## config.mk

```make
export PLATFORM = sky130hd
export DESIGN_NAME = grid_local_maximum_detector
export DESIGN_NICKNAME = d
export VERILOG_FILES = /design/src/sv/gld_pkg.sv /design/src/sv/gld_front.sv /design/src/sv/gld_queue.sv /design/src/sv/gld_back.sv /design/src/sv/grid_local_maximum_detector.sv
export SDC_FILE = /design/constraint.sdc
export NUM_CORES = 2
export LEC_CHECK = 0
export BUFFER_PORTS_ARGS = -buffer_cell sky130_fd_sc_hd__buf_4
export CAP_MARGIN = 20
export CORE_UTILIZATION = 55
export CTS_BUF_LIST = sky130_fd_sc_hd__clkbuf_2
export DETAILED_ROUTE_END_ITERATION = 10
export GPL_ROUTABILITY_DRIVEN = 0
export HOLD_SLACK_MARGIN = 0.15
export PLACE_DENSITY = 0.74
export SLEW_MARGIN = 0
export SYNTH_ARGS = -nofsm -noshare
export SYNTH_HDL_FRONTEND = slang
export SYNTH_SLANG_ARGS = --single-unit
```

## constraint.sdc

```tcl
create_clock -name clk -period 5.8 [get_ports clk]
set_input_delay 0.58 -clock clk [delete_from_list [all_inputs] [get_ports clk]]
set_output_delay 0.58 -clock clk [all_outputs]
set_load 0.05 [all_outputs]
```

## src/sv/gld_pkg.sv

```systemverilog
// ----------------------------------------------------------------------------
// gld_pkg
// Shared constants, types and helpers of the grid local maximum detector.
// ----------------------------------------------------------------------------
package gld_pkg;

	localparam int MAX_SIZE     = 32;
	localparam int VALUE_BITS   = 16;
	localparam int IDX_W        = $clog2(MAX_SIZE);
	localparam int SIZE_W       = 6;
	localparam int QUEUE_DEPTH  = 4;
	localparam int QPTR_W       = $clog2(QUEUE_DEPTH);
	localparam int QCNT_W       = QPTR_W + 1;
	localparam int TDATA_IN_W   = ((VALUE_BITS + 7) / 8) * 8;
	localparam int OUT_FIELDS_W = 1 + 2 * IDX_W;
	localparam int TDATA_OUT_W  = ((OUT_FIELDS_W + 7) / 8) * 8;
	localparam int PADDR_W      = 3;
	localparam int PDATA_W      = 32;

	// Register index, taken from paddr[2]
	localparam logic REG_GRID_SIZE = 1'b0;

	// One accepted pixel, classified by the front end
	typedef struct packed {
		logic signed [VALUE_BITS-1:0] value;
		logic [IDX_W-1:0]             row;
		logic [IDX_W-1:0]             col;
		logic [IDX_W-1:0]             last_idx;
		logic                         sel;
		logic                         has_dec;
		logic                         final_cell;
	} gld_entry_t;

	typedef struct packed {
		logic full;
		logic empty;
	} q_status_t;

	typedef enum logic [2:0] {
		BK_IDLE,
		BK_CTR,
		BK_LEFT,
		BK_RIGHT,
		BK_EVAL
	} bk_state_t;

	// Index of the last row/column for a programmed grid size
	function automatic logic [IDX_W-1:0] last_index(input logic [SIZE_W-1:0] size);
		logic [IDX_W-1:0] res;
		if (size == '0) begin
			res = '0;
		end else if (size > SIZE_W'(MAX_SIZE)) begin
			res = IDX_W'(MAX_SIZE - 1);
		end else begin
			res = IDX_W'(size - 1'b1);
		end
		return res;
	endfunction

endpackage

```

## src/sv/gld_front.sv

```systemverilog
// ----------------------------------------------------------------------------
// gld_front
// Accept pixels, track the raster position and tag each request for the back.
// ----------------------------------------------------------------------------
module gld_front (
	input  logic                             clk,
	input  logic                             arst_n,
	input  logic                             cfg_restart,
	input  logic [gld_pkg::SIZE_W-1:0]       grid_size,
	input  logic                             s_tvalid,
	output logic                             s_tready,
	input  logic [gld_pkg::TDATA_IN_W-1:0]   s_tdata,   // [15:0] pixel_value
	input  gld_pkg::q_status_t               q_status,
	output logic                             push,
	output gld_pkg::gld_entry_t              push_entry
);

	logic [gld_pkg::IDX_W-1:0] row_q;
	logic [gld_pkg::IDX_W-1:0] col_q;
	logic                      sel_q;
	logic [gld_pkg::IDX_W-1:0] last_idx;
	logic                      row_end;
	logic                      grid_end;

	assign last_idx = gld_pkg::last_index(grid_size);
	assign row_end  = (col_q == last_idx);
	assign grid_end = row_end && (row_q == last_idx);
	assign s_tready = !q_status.full;
	assign push     = s_tvalid && s_tready;

	always_comb begin
		push_entry            = '0;
		push_entry.value      = s_tdata[gld_pkg::VALUE_BITS-1:0];
		push_entry.row        = row_q;
		push_entry.col        = col_q;
		push_entry.last_idx   = last_idx;
		push_entry.sel        = sel_q;
		push_entry.has_dec    = (row_q != '0);
		push_entry.final_cell = grid_end;
	end

	always_ff @(posedge clk or negedge arst_n) begin
		if (!arst_n) begin
			row_q <= '0;
			col_q <= '0;
			sel_q <= 1'b0;
		end else if (cfg_restart) begin
			row_q <= '0;
			col_q <= '0;
			sel_q <= 1'b0;
		end else if (push) begin
			if (grid_end) begin
				row_q <= '0;
				col_q <= '0;
				sel_q <= 1'b0;
			end else if (row_end) begin
				row_q <= row_q + 1'b1;
				col_q <= '0;
				sel_q <= !sel_q;
			end else begin
				col_q <= col_q + 1'b1;
			end
		end
	end

endmodule

```

## src/sv/gld_queue.sv

```systemverilog
// ----------------------------------------------------------------------------
// gld_queue
// Short request queue between front and back, head shown ahead of pop.
// ----------------------------------------------------------------------------
module gld_queue (
	input  logic                 clk,
	input  logic                 arst_n,
	input  logic                 push,
	input  gld_pkg::gld_entry_t  push_entry,
	input  logic                 pop,
	output gld_pkg::gld_entry_t  head,
	output gld_pkg::q_status_t   status
);

	gld_pkg::gld_entry_t           slots_q [gld_pkg::QUEUE_DEPTH];
	logic [gld_pkg::QPTR_W-1:0]    wr_ptr_q;
	logic [gld_pkg::QPTR_W-1:0]    rd_ptr_q;
	logic [gld_pkg::QCNT_W-1:0]    count_q;

	assign head         = slots_q[rd_ptr_q];
	assign status.full  = (count_q == gld_pkg::QCNT_W'(gld_pkg::QUEUE_DEPTH));
	assign status.empty = (count_q == '0);

	always_ff @(posedge clk) begin
		if (push) begin
			slots_q[wr_ptr_q] <= push_entry;
		end
	end

	always_ff @(posedge clk or negedge arst_n) begin
		if (!arst_n) begin
			wr_ptr_q <= '0;
			rd_ptr_q <= '0;
			count_q  <= '0;
		end else begin
			if (push) begin
				wr_ptr_q <= wr_ptr_q + 1'b1;
			end
			if (pop) begin
				rd_ptr_q <= rd_ptr_q + 1'b1;
			end
			case ({push, pop})
				2'b10:   count_q <= count_q + 1'b1;
				2'b01:   count_q <= count_q - 1'b1;
				default: count_q <= count_q;
			endcase
		end
	end

	a_no_overflow: assert property (@(posedge clk) disable iff (!arst_n)
		push |-> !status.full) else $error("queue push while full");

	a_no_underflow: assert property (@(posedge clk) disable iff (!arst_n)
		pop |-> !status.empty) else $error("queue pop while empty");

endmodule

```

## src/sv/gld_back.sv

```systemverilog
// ----------------------------------------------------------------------------
// gld_back
// Line buffers and decision sequencer; one buffer read per cycle per decision.
// ----------------------------------------------------------------------------
module gld_back (
	input  logic                             clk,
	input  logic                             arst_n,
	input  gld_pkg::q_status_t               q_status,
	input  gld_pkg::gld_entry_t              head,
	output logic                             pop,
	output logic                             m_tvalid,
	input  logic                             m_tready,
	output logic [gld_pkg::TDATA_OUT_W-1:0]  m_tdata,   // [0] is_peak, [5:1] cell_row,
	                                                    // [10:6] cell_col, rest zero
	output logic                             m_tlast    // grid_done
);

	localparam int VB = gld_pkg::VALUE_BITS;
	localparam int IW = gld_pkg::IDX_W;

	gld_pkg::bk_state_t   state_q;
	gld_pkg::bk_state_t   state_nx;
	gld_pkg::gld_entry_t  ent_q;
	logic [IW-1:0]        k_q;
	logic                 flush_q;

	logic signed [VB-1:0] buf_a [gld_pkg::MAX_SIZE];
	logic signed [VB-1:0] buf_b [gld_pkg::MAX_SIZE];
	logic signed [VB-1:0] rd_a_q;
	logic signed [VB-1:0] rd_b_q;
	logic signed [VB-1:0] ctr_q;
	logic signed [VB-1:0] up_q;
	logic signed [VB-1:0] left_q;
	logic signed [VB-1:0] rd_x;
	logic signed [VB-1:0] rd_y;

	logic                 out_valid_q;
	logic                 is_peak_q;
	logic [IW-1:0]        cell_row_q;
	logic [IW-1:0]        cell_col_q;
	logic                 grid_done_q;

	logic                 rd_en;
	logic                 wr_en;
	logic                 cap_mid;
	logic                 cap_left;
	logic                 load_out;
	logic                 start_flush;
	logic                 step_k;
	logic [IW-1:0]        x_addr;
	logic [IW-1:0]        addr_a;
	logic [IW-1:0]        addr_b;
	logic                 x_is_a;
	logic                 out_free;
	logic                 k_last;
	logic                 has_up;
	logic                 peak;

	// X is the row being decided, Y the row above it
	assign x_is_a   = !(ent_q.sel ^ flush_q);
	assign addr_a   = x_is_a ? x_addr : k_q;
	assign addr_b   = x_is_a ? k_q : x_addr;
	assign rd_x     = x_is_a ? rd_a_q : rd_b_q;
	assign rd_y     = x_is_a ? rd_b_q : rd_a_q;
	assign out_free = !out_valid_q || m_tready;
	assign k_last   = (k_q == ent_q.last_idx);
	assign has_up   = flush_q ? (ent_q.last_idx != '0) : (ent_q.row > IW'(1));

	always_comb begin
		peak = 1'b1;
		if (has_up && !(ctr_q > up_q)) begin
			peak = 1'b0;
		end
		if (!flush_q && !(ctr_q > ent_q.value)) begin
			peak = 1'b0;
		end
		if ((k_q != '0) && !(ctr_q > left_q)) begin
			peak = 1'b0;
		end
		if (!k_last && !(ctr_q > rd_x)) begin
			peak = 1'b0;
		end
	end

	// Next state
	always_comb begin
		state_nx = state_q;
		case (state_q)
			gld_pkg::BK_IDLE: begin
				if (!q_status.empty) begin
					state_nx = gld_pkg::BK_CTR;
				end
			end
			gld_pkg::BK_CTR: begin
				if (!flush_q && !ent_q.has_dec) begin
					state_nx = ent_q.final_cell ? gld_pkg::BK_CTR : gld_pkg::BK_IDLE;
				end else begin
					state_nx = gld_pkg::BK_LEFT;
				end
			end
			gld_pkg::BK_LEFT:  state_nx = gld_pkg::BK_RIGHT;
			gld_pkg::BK_RIGHT: state_nx = gld_pkg::BK_EVAL;
			gld_pkg::BK_EVAL: begin
				if (out_free) begin
					if (flush_q) begin
						state_nx = k_last ? gld_pkg::BK_IDLE : gld_pkg::BK_CTR;
					end else begin
						state_nx = ent_q.final_cell ? gld_pkg::BK_CTR : gld_pkg::BK_IDLE;
					end
				end
			end
			default: state_nx = gld_pkg::BK_IDLE;
		endcase
	end

	// Control outputs
	always_comb begin
		pop         = 1'b0;
		rd_en       = 1'b0;
		wr_en       = 1'b0;
		cap_mid     = 1'b0;
		cap_left    = 1'b0;
		load_out    = 1'b0;
		start_flush = 1'b0;
		step_k      = 1'b0;
		x_addr      = k_q;
		case (state_q)
			gld_pkg::BK_IDLE: begin
				pop = !q_status.empty;
			end
			gld_pkg::BK_CTR: begin
				rd_en       = 1'b1;
				wr_en       = !flush_q;
				start_flush = !flush_q && !ent_q.has_dec && ent_q.final_cell;
			end
			gld_pkg::BK_LEFT: begin
				rd_en   = 1'b1;
				cap_mid = 1'b1;
				x_addr  = IW'(k_q - 1'b1);
			end
			gld_pkg::BK_RIGHT: begin
				rd_en    = 1'b1;
				cap_left = 1'b1;
				x_addr   = IW'(k_q + 1'b1);
			end
			gld_pkg::BK_EVAL: begin
				load_out    = out_free;
				start_flush = out_free && !flush_q && ent_q.final_cell;
				step_k      = out_free && flush_q && !k_last;
			end
			default: begin
				pop = 1'b0;
			end
		endcase
	end

	// Line buffers: registered read, old data on a same-address write
	always_ff @(posedge clk) begin
		if (rd_en) begin
			rd_a_q <= buf_a[addr_a];
			rd_b_q <= buf_b[addr_b];
		end
		if (wr_en && ent_q.sel) begin
			buf_a[ent_q.col] <= ent_q.value;
		end
		if (wr_en && !ent_q.sel) begin
			buf_b[ent_q.col] <= ent_q.value;
		end
	end

	// Datapath payload
	always_ff @(posedge clk) begin
		if (pop) begin
			ent_q <= head;
			k_q   <= head.col;
		end else if (start_flush) begin
			k_q <= '0;
		end else if (step_k) begin
			k_q <= k_q + 1'b1;
		end
		if (cap_mid) begin
			ctr_q <= rd_x;
			up_q  <= rd_y;
		end
		if (cap_left) begin
			left_q <= rd_x;
		end
		if (load_out) begin
			is_peak_q   <= peak;
			cell_row_q  <= flush_q ? ent_q.row : IW'(ent_q.row - 1'b1);
			cell_col_q  <= k_q;
			grid_done_q <= flush_q && k_last;
		end
	end

	always_ff @(posedge clk or negedge arst_n) begin
		if (!arst_n) begin
			state_q     <= gld_pkg::BK_IDLE;
			flush_q     <= 1'b0;
			out_valid_q <= 1'b0;
		end else begin
			state_q <= state_nx;
			if (pop) begin
				flush_q <= 1'b0;
			end else if (start_flush) begin
				flush_q <= 1'b1;
			end
			if (load_out) begin
				out_valid_q <= 1'b1;
			end else if (m_tready) begin
				out_valid_q <= 1'b0;
			end
		end
	end

	assign m_tvalid = out_valid_q;
	assign m_tlast  = grid_done_q;
	always_comb begin
		m_tdata                     = '0;
		m_tdata[0]                  = is_peak_q;
		m_tdata[IW:1]               = cell_row_q;
		m_tdata[2*IW:IW+1]          = cell_col_q;
	end

	a_done_on_corner: assert property (@(posedge clk) disable iff (!arst_n)
		(out_valid_q && grid_done_q) |-> (cell_row_q == cell_col_q))
		else $error("grid_done off the final corner cell");

	a_flush_in_range: assert property (@(posedge clk) disable iff (!arst_n)
		flush_q |-> (k_q <= ent_q.last_idx))
		else $error("flush column past the last column");

	a_eval_holds: assert property (@(posedge clk) disable iff (!arst_n)
		(state_q == gld_pkg::BK_EVAL && !out_free) |=>
		(state_q == gld_pkg::BK_EVAL && out_valid_q))
		else $error("decision lost while output stalled");

	a_pop_starts: assert property (@(posedge clk) disable iff (!arst_n)
		pop |=> (state_q == gld_pkg::BK_CTR && !flush_q))
		else $error("popped request did not start a fresh decision");

endmodule

```

## src/sv/grid_local_maximum_detector.sv

```systemverilog
// ----------------------------------------------------------------------------
// grid_local_maximum_detector
// 4-neighbour strict local maximum marking over an N-by-N raster stream.
// ----------------------------------------------------------------------------
// Usage:
//   Pixels enter on the s_ stream in row-major order, one signed value per
//   request. Decisions leave on the m_ stream in row-major order, one row
//   behind the input: pixel (r,c) with r >= 1 releases the decision for
//   (r-1,c); the final pixel releases that one plus the whole last row.
//   m_tlast marks the decision for the final corner cell.
//   grid_size (APB, byte address 0) sets N; 0 acts as 1, above 32 as 32.
//   Any write to it restarts the raster; write it only while idle.
// Timing:
//   A front stage tags each pixel and parks it in a 4-entry queue. The back
//   sequencer reads the two line buffers one address each per cycle: a row-0
//   pixel passes the idle and centre states, a pixel with a decision idle,
//   centre, left, right and evaluate, and each cell of the final-row flush
//   centre, left, right and evaluate; evaluate waits while the output stalls.
//   A stalled m_tready holds the output register; the queue keeps taking
//   pixels until it fills, then s_tready drops.
// Reset:
//   Clears counters, queue and sequencer; grid_size returns to 32. Line
//   buffers need no clearing since no value is used before it is written.
// ----------------------------------------------------------------------------
module grid_local_maximum_detector (
	input  logic                              clk,
	input  logic                              arst_n,
	// Pixel input
	input  logic                              s_tvalid,
	output logic                              s_tready,
	input  logic [gld_pkg::TDATA_IN_W-1:0]    s_tdata,   // [15:0] pixel_value
	// Decision output
	output logic                              m_tvalid,
	input  logic                              m_tready,
	output logic [gld_pkg::TDATA_OUT_W-1:0]   m_tdata,   // [0] is_peak, [5:1] cell_row,
	                                                     // [10:6] cell_col, rest zero
	output logic                              m_tlast,   // grid_done
	// Configuration
	input  logic                              psel,
	input  logic                              penable,
	input  logic                              pwrite,
	input  logic [gld_pkg::PADDR_W-1:0]       paddr,
	input  logic [gld_pkg::PDATA_W-1:0]       pwdata,
	output logic [gld_pkg::PDATA_W-1:0]       prdata,
	output logic                              pready
);

	logic [gld_pkg::SIZE_W-1:0] grid_size_q;
	logic                       cfg_write;
	logic                       size_write;

	gld_pkg::q_status_t         q_status;
	gld_pkg::gld_entry_t        push_entry;
	gld_pkg::gld_entry_t        head;
	logic                       push;
	logic                       pop;

	// APB: zero-wait access, register index in paddr[2]
	assign pready     = 1'b1;
	assign cfg_write  = psel && penable && pwrite && pready;
	assign size_write = cfg_write && (paddr[2] == gld_pkg::REG_GRID_SIZE);

	always_comb begin
		prdata = '0;
		if (paddr[2] == gld_pkg::REG_GRID_SIZE) begin
			prdata[gld_pkg::SIZE_W-1:0] = grid_size_q;
		end
	end

	// Hold the grid size; reset to the full grid
	always_ff @(posedge clk or negedge arst_n) begin
		if (!arst_n) begin
			grid_size_q <= gld_pkg::SIZE_W'(gld_pkg::MAX_SIZE);
		end else if (size_write) begin
			grid_size_q <= pwdata[gld_pkg::SIZE_W-1:0];
		end
	end

	// Tag pixels with their raster position
	gld_front u_front (
		.clk         (clk),
		.arst_n      (arst_n),
		.cfg_restart (size_write),
		.grid_size   (grid_size_q),
		.s_tvalid    (s_tvalid),
		.s_tready    (s_tready),
		.s_tdata     (s_tdata),
		.q_status    (q_status),
		.push        (push),
		.push_entry  (push_entry)
	);

	// Decouple acceptance from buffer work
	gld_queue u_queue (
		.clk        (clk),
		.arst_n     (arst_n),
		.push       (push),
		.push_entry (push_entry),
		.pop        (pop),
		.head       (head),
		.status     (q_status)
	);

	// Decide cells and drive the output register
	gld_back u_back (
		.clk      (clk),
		.arst_n   (arst_n),
		.q_status (q_status),
		.head     (head),
		.pop      (pop),
		.m_tvalid (m_tvalid),
		.m_tready (m_tready),
		.m_tdata  (m_tdata),
		.m_tlast  (m_tlast)
	);

endmodule
```

# [Word-level counts from Yosys, hierarchy flattened]
# Memory sizes are Yosys's and may differ from the RTL's. A register that Yosys moved wholly into a read port is not among the register bits.
# Cells that the tools add are included.
[totals] latch_bits=0 output_inout_bits=52 input_bits=58 register_bits=128 wordCells=157 memories=3 mem_bits_ro=0 ramBits=1160
[classes] magnitude_cmp=6 add_sub_neg=10 n_shift=0 n_reduce_logical=47 multipliers=0 div_mod_pow=0 bitwise_logic=2 mux=52 eq_ne=12
[memory_table] memory="u_back.buf_a" depth=32 word_bits=16 read_ports=1 rd_ports_with_merged_regs=1 wr=1 line_no="gld_back.sv:27" source="logic signed [VB-1:0] buf_a [gld_pkg::MAX_SIZE];"
[memory_table] memory="u_back.buf_b" depth=32 word_bits=16 read_ports=1 rd_ports_with_merged_regs=1 wr=1 line_no="gld_back.sv:28" source="logic signed [VB-1:0] buf_b [gld_pkg::MAX_SIZE];"
[memory_table] memory="u_queue.slots_q" depth=4 word_bits=34 read_ports=1 rd_ports_with_merged_regs=0 wr=1 line_no="gld_queue.sv:15" source="gld_pkg::gld_entry_t slots_q [gld_pkg::QUEUE_DEPTH];"
[op_table] op="$mux W5" count=16
[op_table] op="$gt A16 B16 Y1" count=4
[op_table] op="$mux W16" count=2
[op_table] op="$mux W1" count=25
[op_table] op="$logic_and A1 B1 Y1" count=18
[op_table] op="$add A5 B1 Y5 const B" count=3
[op_table] op="$eq A5 B5 Y1" count=3
[op_table] op="$pmux W3 S5" count=1
[op_table] op="$reduce_bool A5 Y1" count=3
[op_table] op="$sub A5 B1 Y5 const B" count=3
[op_table] op="$logic_not A1 Y1" count=12
[op_table] op="$mux W3" count=4
[op_table] op="$pmux W5 S2" count=1
[op_table] op="$reduce_bool A2 Y1" count=4
[op_table] op="$eq A3 B2 Y1 const B" count=2
[op_table] op="$eq A3 B3 Y1 const B" count=2
[op_table] op="$gt A6 B6 Y1 const B" count=1
[op_table] op="$logic_not A3 Y1" count=2
[op_table] op="$logic_not A6 Y1" count=1
[op_table] op="$mux W6" count=1
[op_table] op="$pmux W3 S2" count=1
[op_table] op="$reduce_bool A3 Y1" count=2
[op_table] op="$reduce_or A3 Y1" count=2
[op_table] op="$gt A5 B1 Y1 const B" count=1
[op_table] op="other kinds (13)" count=15

# [Depth between registers and ports, before layout]
[depth] word_depth=8 depth_mapped=15 ltp_nobuf=12

# [Modules after synthesis]
# Synthesis repeated with hierarchy kept, for this count alone.
[unflattened] hier_cells=4745 hier_area_um2=64211.6
[by_module_without_submodules] module="gld_back" area_per_inst_um2=57198.6 seq_area_each_um2=34808.4 n_inst=1 cells_each=4339
[by_module_without_submodules] module="gld_queue" area_per_inst_um2=5357.6 seq_area_each_um2=4259.1 n_inst=1 cells_each=215
[by_module_without_submodules] module="gld_front" area_per_inst_um2=1146.1 seq_area_each_um2=275.3 n_inst=1 cells_each=142
[by_module_without_submodules] module="grid_local_maximum_detector" area_per_inst_um2=509.2 seq_area_each_um2=151.4 n_inst=1 cells_each=49

# [Worst setup path after synthesis]
# OpenSTA, ideal clock, no wires.
[synth_path] path_kind="register to register" start="reg u_back.state_q[0]" end="reg u_queue.count_q[2] (netlist name)" path_slack_ns=-0.480 required_ns=5.721 n_path_buf=2 setup_time_ns=0.079 period_less_slack_ns=6.280 path_stages_with_launch=10 arrival_time_ns=6.201 cell_sequence="dfrtp_1 buf_2 buf_2 nor4_1 ha_1 inv_1 fa_1 xor2_1 nor2_1 xor2_1"
[synth_between] elab_chain_len=4 word_cells_on_any_way=6 classes_between="eq/ne (2); mux (2); reduce/logical (2)"
[synth_rtl] item="start: declaration" line_no="gld_back.sv:21" source="gld_pkg::bk_state_t state_q;"
[synth_rtl] item="start signal: assignment" line_no="gld_back.sv:198" source="state_q <= gld_pkg::BK_IDLE;"
[synth_rtl] item="start signal: assignment" line_no="gld_back.sv:202" source="state_q <= state_nx;"
[synth_rtl] item="$logic_not A3 Y1 *" line_no="gld_back.sv:127" source="case (state_q)"
[synth_rtl] item="$mux W1 *" line_no="gld_back.sv:127"
[synth_rtl] item="named net pop" line_no="grid_local_maximum_detector.sv:56" source="logic pop;"
[synth_rtl] item="$eq A2 B1 Y1 or $eq A2 B2 Y1 (tied branches)" line_no="gld_queue.sv:42" source="case ({push, pop})"
[synth_rtl] item="$pmux W3 S2 or $reduce_bool A2 Y1 (tied branches)"
[synth_rtl] item="end signal: assignment" line_no="gld_queue.sv:43" source="2'b10: count_q <= count_q + 1'b1;"
[synth_rtl] item="end signal: assignment" line_no="gld_queue.sv:44" source="2'b01: count_q <= count_q - 1'b1;"
[synth_rtl] item="end signal: assignment" line_no="gld_queue.sv:45" source="default: count_q <= count_q;"
[synth_rtl] item="end: declaration" line_no="gld_queue.sv:18" source="logic [gld_pkg::QCNT_W-1:0] count_q;"
# The timed path passes the listed nets; every way through them passes the cells marked *.
# A chain may end at the register's enable or synchronous reset.

# [Worst setup path in the final report]
[layout_path] start="reg u_back.state_q[2]" end="reg u_back.rd_b_q[2], read port of u_back.buf_b (data pin)"
[layout_between] elab_chain_len=3 word_cells_on_any_way=7 classes_between="eq/ne (3); mux (3); reduce/logical (1)"
[layout_rtl] item="$eq A3 B2 Y1 or $eq A3 B1 Y1 (tied branches)" line_no="gld_back.sv:127"
[layout_rtl] item="$pmux W5 S2 or $reduce_or A3 Y1 (tied branches)"
[layout_rtl] item="$mux W5 or $mux W1 (tied branches)" line_no="gld_back.sv:62, gld_back.sv:127"
[layout_rtl] item="end: declaration" line_no="gld_back.sv:30" source="logic signed [VB-1:0] rd_b_q;"
# Several ways; a longest one is shown, not always the timed one.

==> metrics.csv <==
stage;metric;value;unit
cells_and_area;drive_gt1_frac;0.182;
synthesis;yosys-top-cells-area;edfxtp_1, nand2_1, mux2i_1;
synthesis;synth-xor-area-share;0.00686;
synthesis;synthesis.area;55600;sq um
synthesis;synth-edff-count;1291;
global_route;overflow;0;
global_route;grt_max_degree;100;
cts;htreeDepth;5;
cts;insertion_delay;1550;ps
synthesis;synth-compound-area-share;0.0989;
synthesis;yosys.area.top_type;edfxtp_1;
placed_design;placement.io_buffers;49;
synthesis;post-synth-top-count-cell;edfxtp_1;
route;drt_wl_total;146000;microns
die;start_util;0.555;
die;die_w;320;microns
worst_setup_path;cpPeakStageDelay;1020;ps
synthesis;muxShareOfSynthArea;0.0482;
cts;post_cts_resized;0;
synthesis;synth_cell_type_count;91;
power_and_ir_drop;internal_power;20200;uW
synthesis;synthTopCellsByCount;edfxtp_1, nand2_1, nor2_1, mux2i_1, clkbuf_1;
worst_setup_path;cp-end-kind;register;
global_route;antenna_found_initial;2;
cells_and_area;fin_nets;4362;
timing;min_period;4610;ps
synthesis;synth_top_family_by_area;compound AO/OA/AOI/OAI gates;
synthesis;synth_top_area_frac;0.697;
timing;hold_viol;0;
timing;tightestPinTransition;1130;ps
die;rows;116;
min_path;min_path_type;input port to register;
cts;cts_buffer_depth;4;
synthesis;synth_seq_cells;1320;
synthesis;synthFlopType;edfxtp_1;
synthesis;yosysSeqAreaShare;0.710;
worst_setup_path;required;7010;ps
cts;cts_sinks;1320;
worst_setup_path;crit_fanout;50;
die;die_y;320;microns
power_and_ir_drop;p_switching;15300;uW
synthesis;syn_inst;3858;
cts;numCtsBuffers;325;
route;ant_nets;0;
worst_setup_path;worst_path_max_delay_cell;o21ai_2;
power_and_ir_drop;power.leakage;0.0216;uW
synthesis;syn_area_per_cell;14.4;sq um
cells_and_area;finalNonFillerCells;5739;
placed_design;hpwl;86000;microns
power_and_ir_drop;peakVddDrop;0.570;mV
global_route;grt_pass1_vias;35609;
die;core;100000;sq um
route;vias;36454;
synthesis;yosys.area_share.simple;0.0877;
placed_design;placedCellCount;5126;
power_and_ir_drop;p_per_area;579;nW/um^2
route;drt_iter0_drc;5153;
route;drtPass1Iterations;6;
timing;finalSetupTns;0;ps
timing;rsz0062_at_grt;false;
global_route;grt_usage;0.285;
worst_setup_path;critPathKind;register to register;
cells_and_area;area_growth;10.6;%
cts;cts-root-buf;clkbuf_2;
route;drc;0;
power_and_ir_drop;pwr-share-clk;0.168;
timing;period_share;0.795;
cts;path_clk_slew;110;ps
synthesis;synthAdderAreaFrac;0.0185;
worst_setup_path;cp_cell_sequence;nand2b_1 > o21ai_2 > nand2_4 > buf_4 > a2111oi_0 > a311oi_1 > a32oi_1 > o211ai_1;
timing;clock.fmax;0.217;GHz
timing;setup_violations;0;
die;die_area;102000;sq um
job;cap_violations;0;
cts;cts_tree;yes;
synthesis;synth_warnings;0;
timing;slew_headroom;0.241;
synthesis;synthArstFlopShare;0.0220;
die;num_io_pins;110;
worst_setup_path;start_kind;register;
global_route;grt_pass1_wl;217000;microns
cells_and_area;nFillCells;7343;
route;avgRoutedWirePerCell;25.4;microns
route;via_per_inst;6.35;
outcome;status;complete, no violations;
timing;slew_violations;0;
power_and_ir_drop;p_comb_frac;0.448;
timing;skew;169;ps
power_and_ir_drop;seqPwrFrac;0.384;
worst_setup_path;arrival;5820;ps
power_and_ir_drop;p_sw_frac;0.431;
==> power by group through the flow <==
stage / clock network [uW] / registers (uW) / logic (uW)
2_1_floorplan: 0 / 14100 / 9590
3_3_place_gp: 0 / 13800 / 15100
3_5_place_dp: 0 / 13900 / 15500
4_1_cts: 6060 / 13600 / 15600
5_1_grt: 6530 / 13700 / 16900
6_report: 5980 / 13700 / 15900
==> layer usage <==
layer	global-route usage	routed length, microns	vias to the layer above	share of wire
met5	0	0	-	0
met4	0.119	5310	0	0.037
met3	0.0655	17600	318	0.12
met2	0.446	68100	2318	0.47
met1	0.385	54500	17924	0.37
li1	-	-	15894	-
==> cell type report <==
class	instances	area (sq um)	share of cell area
sequential	1320	39500	0.642
multi-input combinational	2209	14900	0.242
timing repair buffer	280	2350	0.0382
clock buffer	447	2240	0.0364
tap	1298	1620	0.0264
clock inverter	94	576	0.00936
inverter	88	330	0.00537
antenna	3	7.51	0.000122
==> path summary, 6_finish.rpt <==
| path | end | from | slack [ps] | cells after the start |
|---|---|---|---|---|
| hold reg to reg | u_back.up_q[0]$_DFFE_PP_ | u_back.rd_a_q[0]$_DFFE_PP_ | 490 | 2 |
| setup / recovery | u_back.rd_b_q[2]$_DFFE_PP_ | u_back.state_q[2]$_DFFE_PN0P_ | 1190 | 8 |
| max in group asynchronous | grid_size_q[5]$_DFFE_PN1P_ | arst_n | 4870 | 5 |
| setup reg to reg | u_back.rd_b_q[2]$_DFFE_PP_ | u_back.state_q[2]$_DFFE_PN0P_ | 1190 | 8 |
| min in group asynchronous | u_front.row_q[3]$_DFFE_PN0P_ | arst_n | 670 | 5 |
| hold / removal | u_front.row_q[4]$_DFFE_PN0P_ | psel | 340 | 6 |
==> repair_timing <==
item                                   in CTS  in global routing
hold buffers                               69                  0
setup endpoints to repair                   0                  0
setup buffers                               0                  0
endpoints found under the hold margin     266                  0
==> cells by family after synthesis <==
kind of cell | after synthesis
AO/OA/AOI/OAI | 748
adder cells (fa/ha/maj) | 82
XOR/XNOR | 41
buffers and inverters | 359
other | 2
multiplexers | 202
flip-flops | 1320
AND/OR/NAND/NOR | 1104
==> cell usage in the layout (no fill, tap or decap), types with 15 or more instances in the layout <==
master / n
dfrtp_1: 27
nor2_1: 166
a21o_1: 44
a311oi_1: 22
inv_1: 87
and3_1: 18
nor3_1: 60
o22ai_1: 85
conb_1: 32
o22a_1: 15
nand3_1: 114
nand2_1: 583
nand4_1: 48
ha_1: 79
o221ai_1: 105
clkinv_1: 71
xnor2_1: 17
nor4_1: 15
o211ai_1: 29
o21ai_0: 79
buf_4: 206
edfxtp_1: 1291
mux2i_1: 144
dlygate4sd3_1: 68
nor2b_1: 24
a31oi_1: 56
a32oi_1: 45
clkbuf_2: 447
a211oi_1: 50
mux4_2: 52
a22oi_1: 19
a21oi_1: 70
==> critical path: cells and delay by family, from the launching register on <==
family          cells  cell delay, ps
flops               1             520
compound gates      5            2060
simple gates        2            1330
buf+inv             1             380
==> metrics by stage <==
stage	utilization	setup slack (ps)	hold slack, ps	power, uW	cell area [sq um]
6_report	0.614	1190	337	35600	61500
4_1_cts	0.614	1220	151	35300	61500
3_3_place_gp	0.579	1280	484	29000	58000
5_1_grt	0.614	827	250	37200	61500
3_5_place_dp	0.579	1250	487	29300	58000
2_1_floorplan	-	1370	284	23700	55700
==> registers in the layout (all words and copies together), names as in the netlist, 6 cells and up <==
name	count
grid_size_q	6
u_back.buf_a	512
u_back.buf_b	512
u_back.ctr_q	16
u_back.ent_q	34
u_back.left_q	16
u_back.rd_a_q	16
u_back.rd_b_q	16
u_back.up_q	16
u_queue.slots_q	136
Power figures use the tool's default switching activity.
